$ cat src/hdl/kal_ram.sv
// Generic single-port-write, single-port-read synchronous RAM.
module kal_ram #(
  parameter int unsigned DEPTH  = 16,
  parameter int unsigned WIDTH  = 256,
  parameter int unsigned ADDR_W = 4
) (
  input  logic              clk_i,
  input  logic              we_i,
  input  logic [ADDR_W-1:0] waddr_i,
  input  logic [WIDTH-1:0]  wdata_i,
  input  logic              re_i,
  input  logic [ADDR_W-1:0] raddr_i,
  output logic [WIDTH-1:0]  rdata_o
);

  logic [WIDTH-1:0] mem [DEPTH];

  always_ff @(posedge clk_i) begin
    if (we_i) mem[waddr_i] <= wdata_i;
  end

  always_ff @(posedge clk_i) begin
    if (re_i) rdata_o <= mem[raddr_i];
  end

endmodule

$ cat config.mk
export PLATFORM = sky130hd
export DESIGN_NAME = kal_ram
export DESIGN_NICKNAME = d
export VERILOG_FILES = /design/src/hdl/kal_ram.sv
export SDC_FILE = /design/constraint.sdc
export NUM_CORES = 2
export LEC_CHECK = 0
export BUFFER_PORTS_ARGS = -buffer_cell sky130_fd_sc_hd__buf_2
export CAP_MARGIN = 20
export CORE_ASPECT_RATIO = 1.25
export CORE_MARGIN = 8
export CORE_UTILIZATION = 23
export CTS_CLUSTER_SIZE = 8
export DETAILED_ROUTE_END_ITERATION = 6
export MAX_ROUTING_LAYER = met4
export PLACE_DENSITY = 0.44
export SETUP_SLACK_MARGIN = 0.02
export SYNTH_ARGS = -nofsm -noshare
export SYNTH_HDL_FRONTEND = slang
export SYNTH_SLANG_ARGS = --single-unit
$ cat constraint.sdc
create_clock -name clk_i -period 26.2 [get_ports clk_i]
set_clock_uncertainty 0.2 [all_clocks]
set_input_delay 1.31 -clock clk_i [delete_from_list [all_inputs] [get_ports clk_i]]
set_output_delay 1.31 -clock clk_i [all_outputs]
set_load 0.005 [all_outputs]
### Yosys cells after proc, flatten, opt, wreduce, memory -nomap -nowiden

Memories as Yosys holds them, arrays and structs flattened. A register that Yosys moved wholly into a read port is not among the register bits.
Index checks and enable logic that the tools add are counted.

* register bits: 0
* RAM bits: 4096
* bits of input ports: 267
* output and inout bits: 256
* logic and storage cells: 3
* memories kept: 1

Memories
* mem: words 16, width 256, rd ports 1, clocked after Yosys merged registers in 1, wr ports 1, line 16 `logic [WIDTH-1:0] mem [DEPTH];`

* multiplexer cells: 2

Operators by type and width (count)
* two-way mux 1 bit: 2

### Depth between registers and ports, before layout

* depth after elaboration: 2
* depth in mapped cells: 8
* depth with buffers taken out: 3

### Worst setup path after synthesis

No wires, ideal clock.

* path type: in2reg
* start: in waddr_i[2]
* end: mem mem[0][0] (enable)
* setup time: 1.190 ns
* data arrival time: 19.043 ns
* required time: 24.810 ns
* setup slack: 5.766 ns
* cell stages on the path: 2
* buffers on the path: 0
* cells stage by stage: or3b_2 nor3_1

RTL lines
* start, declared: line 9 `input logic [ADDR_W-1:0] waddr_i,`
* end, declared: line 16

Straight into the memory's write port.

==> metrics.md <==
| Metric | Value |
|---|---|
| Vias per cell | `about 4.4` |
| Post_cts resized | `0` |
| H-tree levels | `6` |
| Post-synthesis compound-gate area fraction | `0.02516` |
| Gpl congestion | `a little over 0.7` |
| Die area | `about 730000 sq um` |
| Fin. max-slew vios | `0` |
| Area of the multi-input gates | `28870 sq um` |
| Post-place setup slack | `between 15000 and 20000 ps` |
| Most common cell after layout, fill and taps aside | `edfxtp_1` |
| Buf/Inv on CP | `7` |
| Crit-path max cell delay | `around 830 ps` |
| Synth Instances | `approximately 6600` |
| Pwr dens | `approximately 82 nW/um^2` |
| Port buffer count | `approximately 520` |
| WP data arrival | `roughly 7500 ps` |
| Pleak | `59.91 nW` |
| Crit path setup slack, layout | `19320 ps` |
| Root buffer cell | `clkbuf_16` |
| Min Tclk post-route | `between 6000 and 7000 ps` |
| Most frequent cells in the layout | `edfxtp_1 (4352), mux4_2 (968), clkbuf_16 (621)` |
| TritonCTS clock tree | `yes` |
| Power Total | `about 0.016 W` |
| RSZ-0062 raised after global routing | `false` |
| P_int | `0.01236 W` |
| Max Fclk | `about 0.15 GHz` |
| Sequential share of the synthesized area | `0.8106` |
| Count of cell types in the netlist | `25` |
| XOR/XNOR Fraction of Synth Area | `0` |
| Post-DRT Antenna Nets | `0` |
| Worst setup SP type | `input pin` |
| Kind of critical path | `input pin to flop` |
| Cell Count, Final, Fillers Out | `17130` |
| Slew @ Worst Pin | `~1100 ps` |
| Core area | `around 700000 sq um` |
| Top-area cell type share of the netlist area | `0.8106` |
| Post-placement cell count | `~16000` |
| Die span in x | `764.8 um` |
| WL per Instance | `roughly 27 um` |
| Worst-path clk slew | `around 50 ps` |
| Flop pwr share | `0.501` |
| CTS Hold Bufs | `0` |
| Clk_lat worst skew | `between 1000 and 1500 ps` |
| Largest net degree at the start of global routing | `approximately 130` |
| Largest family of logic cells by synthesized area | `multiplexers` |
| Most frequent CP cell | `buf_4` |
| Multiplexer share of the synthesized area | `0.1448` |
| Switching share of total power | `0.2183` |
| Worst min path class | `input pin to flop` |
| Initial DRC Count | `6245` |
| Period utilization | `0.2626` |
| Post-Synth Adder-Cell Area | `0` |
| Status | `finished clean` |
| Sink Count | `4352` |
| Vias in the first global route | `81450` |
| Dpl hpwl | `roughly 250000 um` |
| Clock power frac | `0.455` |
| CP delay by family, top | `buffers and inverters` |
| Yosys reg bits | `between 4000 and 5000` |
| Final Hold Fails | `0` |
| Final instance area | `between 150000 and 200000 sq um` |
| Initial antenna violation count | `~170` |
| Fill count | `68850` |
| Synthesized area | `161200 sq um` |
| Cell taking the most area after synthesis | `edfxtp_1` |
| Gr usage total | `0.1284` |
| Psw | `0.003454 W` |
| Post-CTS Setup Inserts | `0` |
| Area after DPL | `175700 sq um` |
| Via count | `74530` |
| Max-Cap Viols | `0` |
| Detailed Route WL | `roughly 470000 um` |
| Reg area | `130700 sq um` |
| Die Ht | `between 900 and 1000 um` |
| Final setup fails | `0` |
| CP Data Required Time | `about 27000 ps` |
| Total gr overflow | `0` |
| Worst-path maximum fanout | `93` |
| Crit. End Element | `flop` |
| Simple-Gate Fraction of Synth Area | `0.008087` |
| CTS buffer count | `619` |
| Worst-path cell chain | `buf_12 -> buf_12 -> buf_4 -> buf_4 -> buf_4 -> buf_4 -> buf_4 -> mux4_2 -> a22oi_1 -> nand2_1` |
| Syn_area_per_cell | `24.25 sq um` |
| Setup TNS | `0 ps` |
| Max_slew headroom | `0.2376` |
| CTS Buffer Depth | `4` |
| Worst path slowest cell | `buf_4` |
| Rows | `between 300 and 400` |
| Layout net count | `between 7000 and 8000` |
| Mapped Nets | `just under 7000` |
| Peak VDD IR | `roughly 0.000063 V` |
| Synth top area cells | `edfxtp_1 (81%), mux4_2 (14%), a22oi_1 (2.1%)` |
| Initial Utilization | `0.2302` |
| First-pass GRT wire length | `650100 um` |
| Fraction of layout cells with a size suffix above 1 | `0.3262` |
| Comb power frac | `0.044` |
| DRC viols | `0` |
| First-pass iteration count of the detailed router | `5` |
| I/O pins | `523` |
| YS warnings | `0` |
| Area delta synth->final | `19.68%` |
## power by group through the flow
stage               Clock, W  Combinational (W)  Sequential [W]
floorplan                  0           0.000375         0.00806
global placement           0           0.000706         0.00805
detailed placement         0           0.000718         0.00806
CTS                  0.00741           0.000720         0.00793
global route         0.00765           0.000754         0.00793
finish               0.00720           0.000694         0.00793
## registers in the layout, summed over array words and instances, names as in the netlist
name,count
rdata_o,256
mem,4096
## cell usage after synthesis (all sizes together)
cell type	instances
a22oi	450
o21ai	27
nand3	1
mux4	968
nor2b	39
mux2i	35
edfxtp	4352
buf	203
nand3b	2
or3b	1
and2	3
or2	1
o22a	6
a221oi	23
mux2	106
nand2b	27
clkbuf	150
nor3	4
nor2	15
o221ai	33
nand2	202
## through the flow
stage | hold WS, ps | util
after CTS | 239.3 | 0.2753
after global placement | 525.1 | 0.2509
after floorplan | 510.3 | -
final | 389.6 | 0.2755
after global routing | 295.2 | 0.2755
after detailed placement | 528.6 | 0.2509
## kinds of logic after synthesis
| family | after synthesis |
|---|---|
| buffers and inverters | 353 |
| and+or+nand+nor | 295 |
| DFF | 4352 |
| AOI/OAI and AO/OA | 539 |
| muxes | 1109 |
## worst paths after layout
| path | endpoint | slack [ps] | start | cells past startpoint |
|---|---|---|---|---|
| hold reg to reg | rdata_o[32] | 520 | mem[15][32] | 3 |
| hold / removal | mem[11][19] | 390 | wdata_i[19] | 1 |
| setup / recovery | rdata_o[115] | 19320 | raddr_i[0] | 10 |
| setup reg to reg | rdata_o[229] | 24260 | mem[5][229] | 3 |
## cell type report
class / count / share of cell area
flip-flops and latches: 4352 / 0.6773
well taps: 9342 / 0.06058
diodes: 72 / 0.0009338
clock buffers: 624 / 0.08060
clock inverters: 72 / 0.007853
multi-input cells: 1943 / 0.1496
repair buffers: 725 / 0.02311
## routing by layer
layer	part of all wire	global-route usage	routed length [um]	vias up
met5	0	-	0	-
met1	0.41	0.1537	190300	41140
met4	0.024	0.03172	11450	0
met2	0.52	0.2240	243300	2129
li1	-	-	-	30480
met3	0.052	0.02316	24380	776
(Power assumes the default switching activity.)
