<file path="config.mk">
export PLATFORM = sky130hd
export DESIGN_NAME = kal_entry
export DESIGN_NICKNAME = d
export VERILOG_FILES = /design/src/hdl/kal_pkg.sv /design/src/hdl/kal_entry.sv
export SDC_FILE = /design/constraint.sdc
export NUM_CORES = 1
export LEC_CHECK = 0
export ABC_CLOCK_PERIOD_IN_PS = 3000
export BUFFER_PORTS_ARGS = -buffer_cell sky130_fd_sc_hd__buf_4
export CAP_MARGIN = 20
export CORE_MARGIN = 10
export CORE_UTILIZATION = 50
export DETAILED_ROUTE_END_ITERATION = 8
export PLACE_DENSITY = 0.74
export SLEW_MARGIN = 30
export SYNTH_ARGS = -nofsm -noshare
export SYNTH_HDL_FRONTEND = slang
export SYNTH_SLANG_ARGS = --single-unit
</file>
<file path="constraint.sdc">
create_clock -name clk_i -period 3 [get_ports clk_i]
set_input_delay 0.15 -clock clk_i [delete_from_list [all_inputs] [get_ports clk_i]]
set_output_delay 0.15 -clock clk_i [all_outputs]
set_load 0.05 [all_outputs]
</file>
<file path="src/hdl/kal_pkg.sv">
// Shared constants, types and character helpers for the key allowlist block.
package kal_pkg;

  localparam int unsigned MAX_KEYS = 16;
  localparam int unsigned CNT_W    = $clog2(MAX_KEYS + 1);
  localparam int unsigned IDX_W    = (MAX_KEYS > 1) ? $clog2(MAX_KEYS) : 1;
  localparam int unsigned KEY_W    = 256;

  localparam logic [1:0] FUNC_CHAR  = 2'd0;
  localparam logic [1:0] FUNC_END   = 2'd1;
  localparam logic [1:0] FUNC_QUERY = 2'd2;

  localparam logic [1:0] STAT_OK      = 2'd0;
  localparam logic [1:0] STAT_INVALID = 2'd1;
  localparam logic [1:0] STAT_TOOMANY = 2'd2;

  localparam logic [1:0] PH_LEAD  = 2'd0;
  localparam logic [1:0] PH_BODY  = 2'd1;
  localparam logic [1:0] PH_TRAIL = 2'd2;

  localparam logic [6:0] PREFIX_LEN = 7'd8;
  localparam logic [6:0] NONE_LEN   = 7'd4;
  localparam logic [6:0] KEY_LEN    = 7'd72;
  localparam logic [6:0] LEN_SAT    = 7'd127;

  localparam logic [7:0] CH_SPACE = 8'h20;
  localparam logic [7:0] CH_TAB   = 8'h09;
  localparam logic [7:0] CH_COMMA = 8'h2c;

  typedef struct packed {
    logic              none_ok;
    logic              key_ok;
    logic [KEY_W-1:0]  key;
  } entry_t;

  function automatic logic [7:0] none_char(input logic [1:0] p);
    logic [7:0] c;
    unique case (p)
      2'd0: c = "n";
      2'd1: c = "o";
      2'd2: c = "n";
      default: c = "e";
    endcase
    return c;
  endfunction

  function automatic logic [7:0] prefix_char(input logic [2:0] p);
    logic [7:0] c;
    unique case (p)
      3'd0: c = "n";
      3'd1: c = "o";
      3'd2: c = "d";
      3'd3: c = "e";
      3'd4: c = "k";
      3'd5: c = "e";
      3'd6: c = "y";
      default: c = ":";
    endcase
    return c;
  endfunction

  // bit 4 flags a hex digit, low nibble is its value
  function automatic logic [4:0] hex_nibble(input logic [7:0] c);
    logic [4:0] r;
    if (c >= "0" && c <= "9") r = {1'b1, 4'(c - 8'h30)};
    else if (c >= "a" && c <= "f") r = {1'b1, 4'(c - 8'h57)};
    else if (c >= "A" && c <= "F") r = {1'b1, 4'(c - 8'h37)};
    else r = 5'd0;
    return r;
  endfunction

endpackage

</file>
<file path="src/hdl/kal_entry.sv">
// Entry parser: trims blanks, checks "none" / "nodekey:" and assembles hex key.
module kal_entry (
  input  logic          clk_i,
  input  logic          rst_ni,
  input  logic          char_en_i,
  input  logic [7:0]    ch_i,
  input  logic          clr_i,
  output kal_pkg::entry_t entry_o
);
  import kal_pkg::*;

  logic [1:0]       phase_q, phase_d;
  logic [6:0]       len_q, len_d;
  logic             fl_prefix_q, fl_prefix_d;
  logic             fl_none_q, fl_none_d;
  logic             fl_hex_q, fl_hex_d;
  logic [KEY_W-1:0] asm_q, asm_d;
  logic             blank;
  logic             body;
  logic [4:0]       nib;

  assign blank = (ch_i == CH_SPACE) || (ch_i == CH_TAB);
  assign nib   = hex_nibble(ch_i);

  always_comb begin
    phase_d     = phase_q;
    len_d       = len_q;
    fl_prefix_d = fl_prefix_q;
    fl_none_d   = fl_none_q;
    fl_hex_d    = fl_hex_q;
    asm_d       = asm_q;
    body        = 1'b0;
    if (clr_i) begin
      phase_d     = PH_LEAD;
      len_d       = '0;
      fl_prefix_d = 1'b1;
      fl_none_d   = 1'b1;
      fl_hex_d    = 1'b1;
      asm_d       = '0;
    end else if (char_en_i) begin
      unique case (phase_q)
        PH_LEAD: begin
          if (!blank) begin
            phase_d = PH_BODY;
            body    = 1'b1;
          end
        end
        PH_BODY: begin
          if (blank) phase_d = PH_TRAIL;
          else body = 1'b1;
        end
        default: begin
          if (!blank) begin
            fl_prefix_d = 1'b0;
            fl_none_d   = 1'b0;
            fl_hex_d    = 1'b0;
          end
        end
      endcase
      if (body) begin
        if (len_q < NONE_LEN) begin
          if (ch_i != none_char(len_q[1:0])) fl_none_d = 1'b0;
        end else begin
          fl_none_d = 1'b0;
        end
        if (len_q < PREFIX_LEN) begin
          if (ch_i != prefix_char(len_q[2:0])) fl_prefix_d = 1'b0;
        end else if (len_q < KEY_LEN) begin
          if (!nib[4]) fl_hex_d = 1'b0;
          else asm_d = {asm_q[KEY_W-5:0], nib[3:0]};
        end
        if (len_q < LEN_SAT) len_d = len_q + 7'd1;
      end
    end
  end

  always_ff @(posedge clk_i or negedge rst_ni) begin
    if (!rst_ni) begin
      phase_q     <= PH_LEAD;
      len_q       <= '0;
      fl_prefix_q <= 1'b1;
      fl_none_q   <= 1'b1;
      fl_hex_q    <= 1'b1;
      asm_q       <= '0;
    end else begin
      phase_q     <= phase_d;
      len_q       <= len_d;
      fl_prefix_q <= fl_prefix_d;
      fl_none_q   <= fl_none_d;
      fl_hex_q    <= fl_hex_d;
      asm_q       <= asm_d;
    end
  end

  assign entry_o.none_ok = (len_q == NONE_LEN) && fl_none_q;
  assign entry_o.key_ok  = (len_q == KEY_LEN) && fl_prefix_q && fl_hex_q;
  assign entry_o.key     = asm_q;

endmodule

</file>
---- Word-level counts from Yosys, hierarchy flattened ----
Index checks and enable logic that the tools add are counted.
word-level totals
  bits in registers ....................... 268
  input bits .............................. 12
  output and inout port bits .............. 258
  word-level logic and storage cells ...... 114
cells by class
  add/sub/neg operators ................... 4
  $lt $le $gt $ge ......................... 10
  equality and inequality tests ........... 18
  muxes and demuxes ....................... 54
  reductions and logical operators ........ 22
operator list
  kind                 number
  $mux 256             6
  $mux 8               8
  $pmux 7 s6           1
  $mux 7               4
  $mux 1               26
  $ge 8x7->1 const B   2
  $le 8x7->1 const B   2
  $ne 8x8->1           2
  $mux 5               3
  $lt 7x7->1 const B   2
  $reduce_bool 2->1    5
  $eq 3x3->1 const B   3
  $eq 8x4->1 const B   1
  $eq 8x6->1 const B   1
  $ge 8x6->1 const B   1
  $le 8x6->1 const B   1
  $mux 2               4
  $pmux 4 s2           1
  $sub 4x3->4 const B  2
  $add 7x1->7 const B  1
  $eq 7x3->1 const B   1
  $eq 7x7->1 const B   1
  $lt 7x3->1 const B   1
  $lt 7x4->1 const B   1
  other kinds (17)     28

---- Longest topological paths before layout ----
  depth in word-level cells ............... 15
  gate-level depth with buffers ........... 9
  depth with buffers taken out ............ 7

---- Worst setup path before layout ----
No wires, ideal clock.
  kind .................................... register to register
  from .................................... register len_q[0]
  to ...................................... register fl_prefix_q
  library setup time ...................... 0.085 ns
  arrival ................................. 1.712 ns
  required time ........................... 2.915 ns
  path slack .............................. 1.204 ns
  cell stages (with the launch flop) ...... 8
  buffers on the path ..................... 1
  period minus slack after synthesis ...... 1.796 ns
  cells stage by stage .................... dfrtp_1 inv_1 ha_1 buf_1 or3_1 and3_1 a311oi_1 nor3_1
between the ends
  word-level cells in the longest chain between the ends .. 13
  elaborated cells between the ends (all ways) .. 20
  classes of those cells .................. 1 x order compare; 7 x eq/ne; 10 x mux; 2 x reduce/logical
RTL lines
  what                                      line             RTL
  from (decl)                               kal_entry.sv:13  logic [6:0] len_q, len_d;
  from (signal assigned)                    kal_entry.sv:87  len_q <= len_d;
  $eq 3x3->1 or $eq 3x2->1 (tied branches)  kal_pkg.sv:49    unique case (p)
  $reduce_or 2->1 (no line)                 --
  $pmux 7 s6                                kal_pkg.sv:49
  $mux 8                                    kal_entry.sv:66  if (len_q < PREFIX_LEN) begin
  $mux 8                                    kal_entry.sv:60  if (body) begin
  $mux 8                                    kal_entry.sv:40  end else if (char_en_i) begin
  $mux 8                                    kal_entry.sv:33  if (clr_i) begin
  $ne 8x8->1                                kal_entry.sv:67  if (ch_i != prefix_char(len_q[2:0])) fl_prefix_d = 1'b0;
  $mux 1                                    kal_entry.sv:67
  $mux 1 *                                  kal_entry.sv:66
  $mux 1 *                                  kal_entry.sv:60
  $mux 1 *                                  kal_entry.sv:40
  $mux 1 *                                  kal_entry.sv:33
  to (signal assigned)                      kal_entry.sv:88  fl_prefix_q <= fl_prefix_d;
  to (decl)                                 kal_entry.sv:14  logic fl_prefix_q, fl_prefix_d;
Mark *: on every way between the ends. The rest lies on a longest branch, timed or not. The select of a mux whose other input is x is not followed.
A chain may end at the register's enable or synchronous reset.

==> results by group <==
Synth
  – Number of unique standard cell types used by synthesis: 57
  – Mapped Nets: 1,325
  – Post-synth EDFFs: 0
  – Seq/Total Area, Yosys: 0.548
  – Top-count cell post-synth: dfrtp_1
  – Synth cell count leaders: dfrtp_1 (265), a21oi_1 (260), nand3_1 (257)
  – Avg Cell Area, Syn: 9.39 um2
  – Area contributors post-synth: dfrtp_1 (54%), a21oi_1 (11%), nand3_1 (11%)
  – Top FF cell, synth: dfrtp_1
  – Synthesized instance count: 1,305
  – Async set or reset register ratio after synthesis: 1.00
  – Area leader, netlist: dfrtp_1
  – Synth Warn #: 0
  – Synth Cell Area: around 0.012 mm2
  – Top-area cell type share of the netlist area: 0.541
  – #FFs+latches synth: between 200 and 300

STA
  – Final Max Tran Viols: 0
  – RSZ-0062 raised after global routing: false
  – Final hold vios: 0
  – Max Clock Freq: 436 MHz
  – Worst-Margin Slew: 695 ps
  – Final setup viols: 0
  – Post-route minimum period: 2290 ps
  – Period utilization: 0.764
  – Clk_skew: 7.50 ps
  – Slew headroom: 0.534
  – Setup TNS Final: 0 ps

Min path
  – Worst min path class: in2reg

Placement
  – Hpwl dp: 23.0 mm
  – Count of input and output buffers: 269
  – Placer Congestion: about 0.9
  – Area post-placement: between 0.01 and 0.015 mm2

Route
  – Drt pass-1 iters: 5
  – DR vias/cell: around 6.0
  – Vias: 11,061
  – Drt wl/cell: 19.7 um
  – Iter 0 DRT Violations: 1,370
  – Final ANT Viol Nets: 0
  – WL final: 36.2 mm
  – # DRC: 0

Floorplan
  – Core Area: 0.0242 mm2
  – Core Rows: 57
  – Die ar.: a little over 0.03 mm2
  – Die Width: 177 um
  – Starting Density: 0.505
  – IO Count: between 200 and 300
  – Die Y: 177 um

Power and ir drop
  – Register share of total power: 0.476
  – VDD IR max: 0.403 mV
  – Psw: 0.00169 W
  – Clock share of power: 0.479
  – Static Leakage: 6.73 nW
  – Cell Pwr Density: 498 mW/mm2
  – Sw frac: 0.222
  – Int Power: 0.00594 W
  – Logic pwr share: 0.044
  – Tot Pwr: 0.00763 W

Global routing
  – Total gr overflow: 0
  – Gr usage total: 0.221
  – Largest net degree at the start of global routing: 147
  – Initial antenna violation count: 0
  – Vias in the first global route: 10,583
  – First-pass GRT wire length: 58.2 mm

Layout
  – # nets final: 1,513
  – Ant diodes: 0
  – Fillers: 2,052
  – Multi-input logic area: 0.00475 mm2
  – Ratio of cells with drive above 1 in the final layout: 0.237
  – Seq. cell area: 0.00671 mm2
  – Layout area overhead: 25.1%
  – Cell area after layout: 0.0153 mm2

Worst setup path
  – Worst Path Max Fanout: 6
  – Required @ worst endpoint: ~2900 ps
  – CP Class: reg2out
  – Worst Setup End Kind: output port
  – Crit path arrival time: 2140 ps
  – Crit path launch type: flip-flop

Clock tree
  – CTS tree: done
  – CTS buffer count: 29
  – Max Root-Sink Buffers: 3
  – Clock root buffer: clkbuf_16
  – Skew-Pair Late Insertion Delay: 530 ps
  – Max H-tree Level: 1
  – Post-CTS Setup Bufs: 0
  – Clk sink count: 268
  – Clock transition at path regs: 60 ps

Job
  – Max cap viols: 0

Status
  – Status: completed
[power by group through the flow]
stage / sequential (W) / clock [W] / combinational (W)
2_1_floorplan: 0.00370 / 0 / 0.000197
3_5_place_dp: 0.00370 / 0 / 0.000335
3_3_place_gp: 0.00370 / 0 / 0.000332
6_report: 0.00363 / 0.00366 / 0.000339
5_1_grt: 0.00363 / 0.00388 / 0.000379
4_1_cts: 0.00363 / 0.00373 / 0.000341
[critical path, cell delays in order (launching register included)]
cell,delay [ps]
dfrtp_1,450
nor4_1,630
and4_1,320
buf_4,210
[kinds of logic after synthesis]
logic type	count (synthesis)	synth area share
simple gates	316	0.135
compound gates	543	0.231
buf+inv	154	0.0662
fa+ha+maj	8	0.00817
flops	268	0.548
xor+xnor	11	0.00786
mux	5	0.00419
[stage by stage]
stage | hold WS (ps) | util | cells | setup slack [ps]
floorplan | -146 | - | 1305 | 1200
global placement | 159 | 0.590 | 1781 | 707
detailed placement | 158 | 0.590 | 1781 | 637
CTS | 50.3 | 0.632 | 1836 | 727
global route | 93.6 | 0.632 | 1836 | 552
finish | 82.2 | 0.632 | 1836 | 707
[routing by layer]
metal / track usage / routed length (um) / vias up
met4: 0.0501 / 668 / 0
li1: - / - / 5080
met2: 0.338 / 16900 / 419
met5: 0 / 0 / -
met3: 0.0773 / 3640 / 46
met1: 0.298 / 15000 / 5516
[path summary, 6_finish.rpt]
| check | slack [ps] | cells past startpoint | endpoint | from |
|---|---|---|---|---|
| max in group asynchronous | 1890 | 3 | asm_q[214]$_DFFE_PN0P_ | rst_ni |
| worst max-delay path | 710 | 3 | entry_o[257] | len_q[4]$_DFFE_PN0P_ |
| worst max register to register | 740 | 5 | asm_q[161]$_DFFE_PN0P_ | len_q[4]$_DFFE_PN0P_ |
| min in group asynchronous | 170 | 2 | asm_q[249]$_DFFE_PN0P_ | rst_ni |
| worst min-delay path | 80 | 3 | asm_q[1]$_DFFE_PN0P_ | ch_i[1] |
| worst min register to register | 510 | 1 | fl_none_q$_DFFE_PN1P_ | fl_none_q$_DFFE_PN1P_ |
[flip-flops by register name, summed over array words and instances (netlist names)]
register	flops
fl_prefix_q	1
asm_q	256
fl_none_q	1
len_q	7
fl_hex_q	1
phase_q	2
[cell usage in the layout, fill, tap and decap left out, types with 5 or more instances in the layout]
cell type,synthesis,final
dfrtp_1,265,265
nor2b_1,8,8
o21ai_1,40,40
nand3_1,257,257
clkbuf_8,0,6
dlygate4sd3_1,0,5
xnor2_1,10,9
buf_4,16,284
clkinv_2,0,5
ha_1,8,8
nor4_1,5,5
nand2_1,9,9
a21oi_1,260,260
clkbuf_1,90,5
nor2_1,11,11
inv_1,8,8
clkbuf_16,0,29
buf_12,0,12
o21ai_0,216,216
[timing repair]
action                                 in CTS  in global routing
endpoints found under the hold margin      73                  0
resized for setup                           0                  0
setup endpoints to repair                   0                  0
hold buffers                                5                  0
[cell type report]
type | count | share of cell area
clock buffers | 39 | 0.0531
clock inverters | 11 | 0.0105
inverters | 8 | 0.00196
multi-input cells | 883 | 0.310
flip-flops and latches | 268 | 0.438
well taps | 324 | 0.0265
repair buffers | 303 | 0.160
Power figures use the tool's default switching activity.
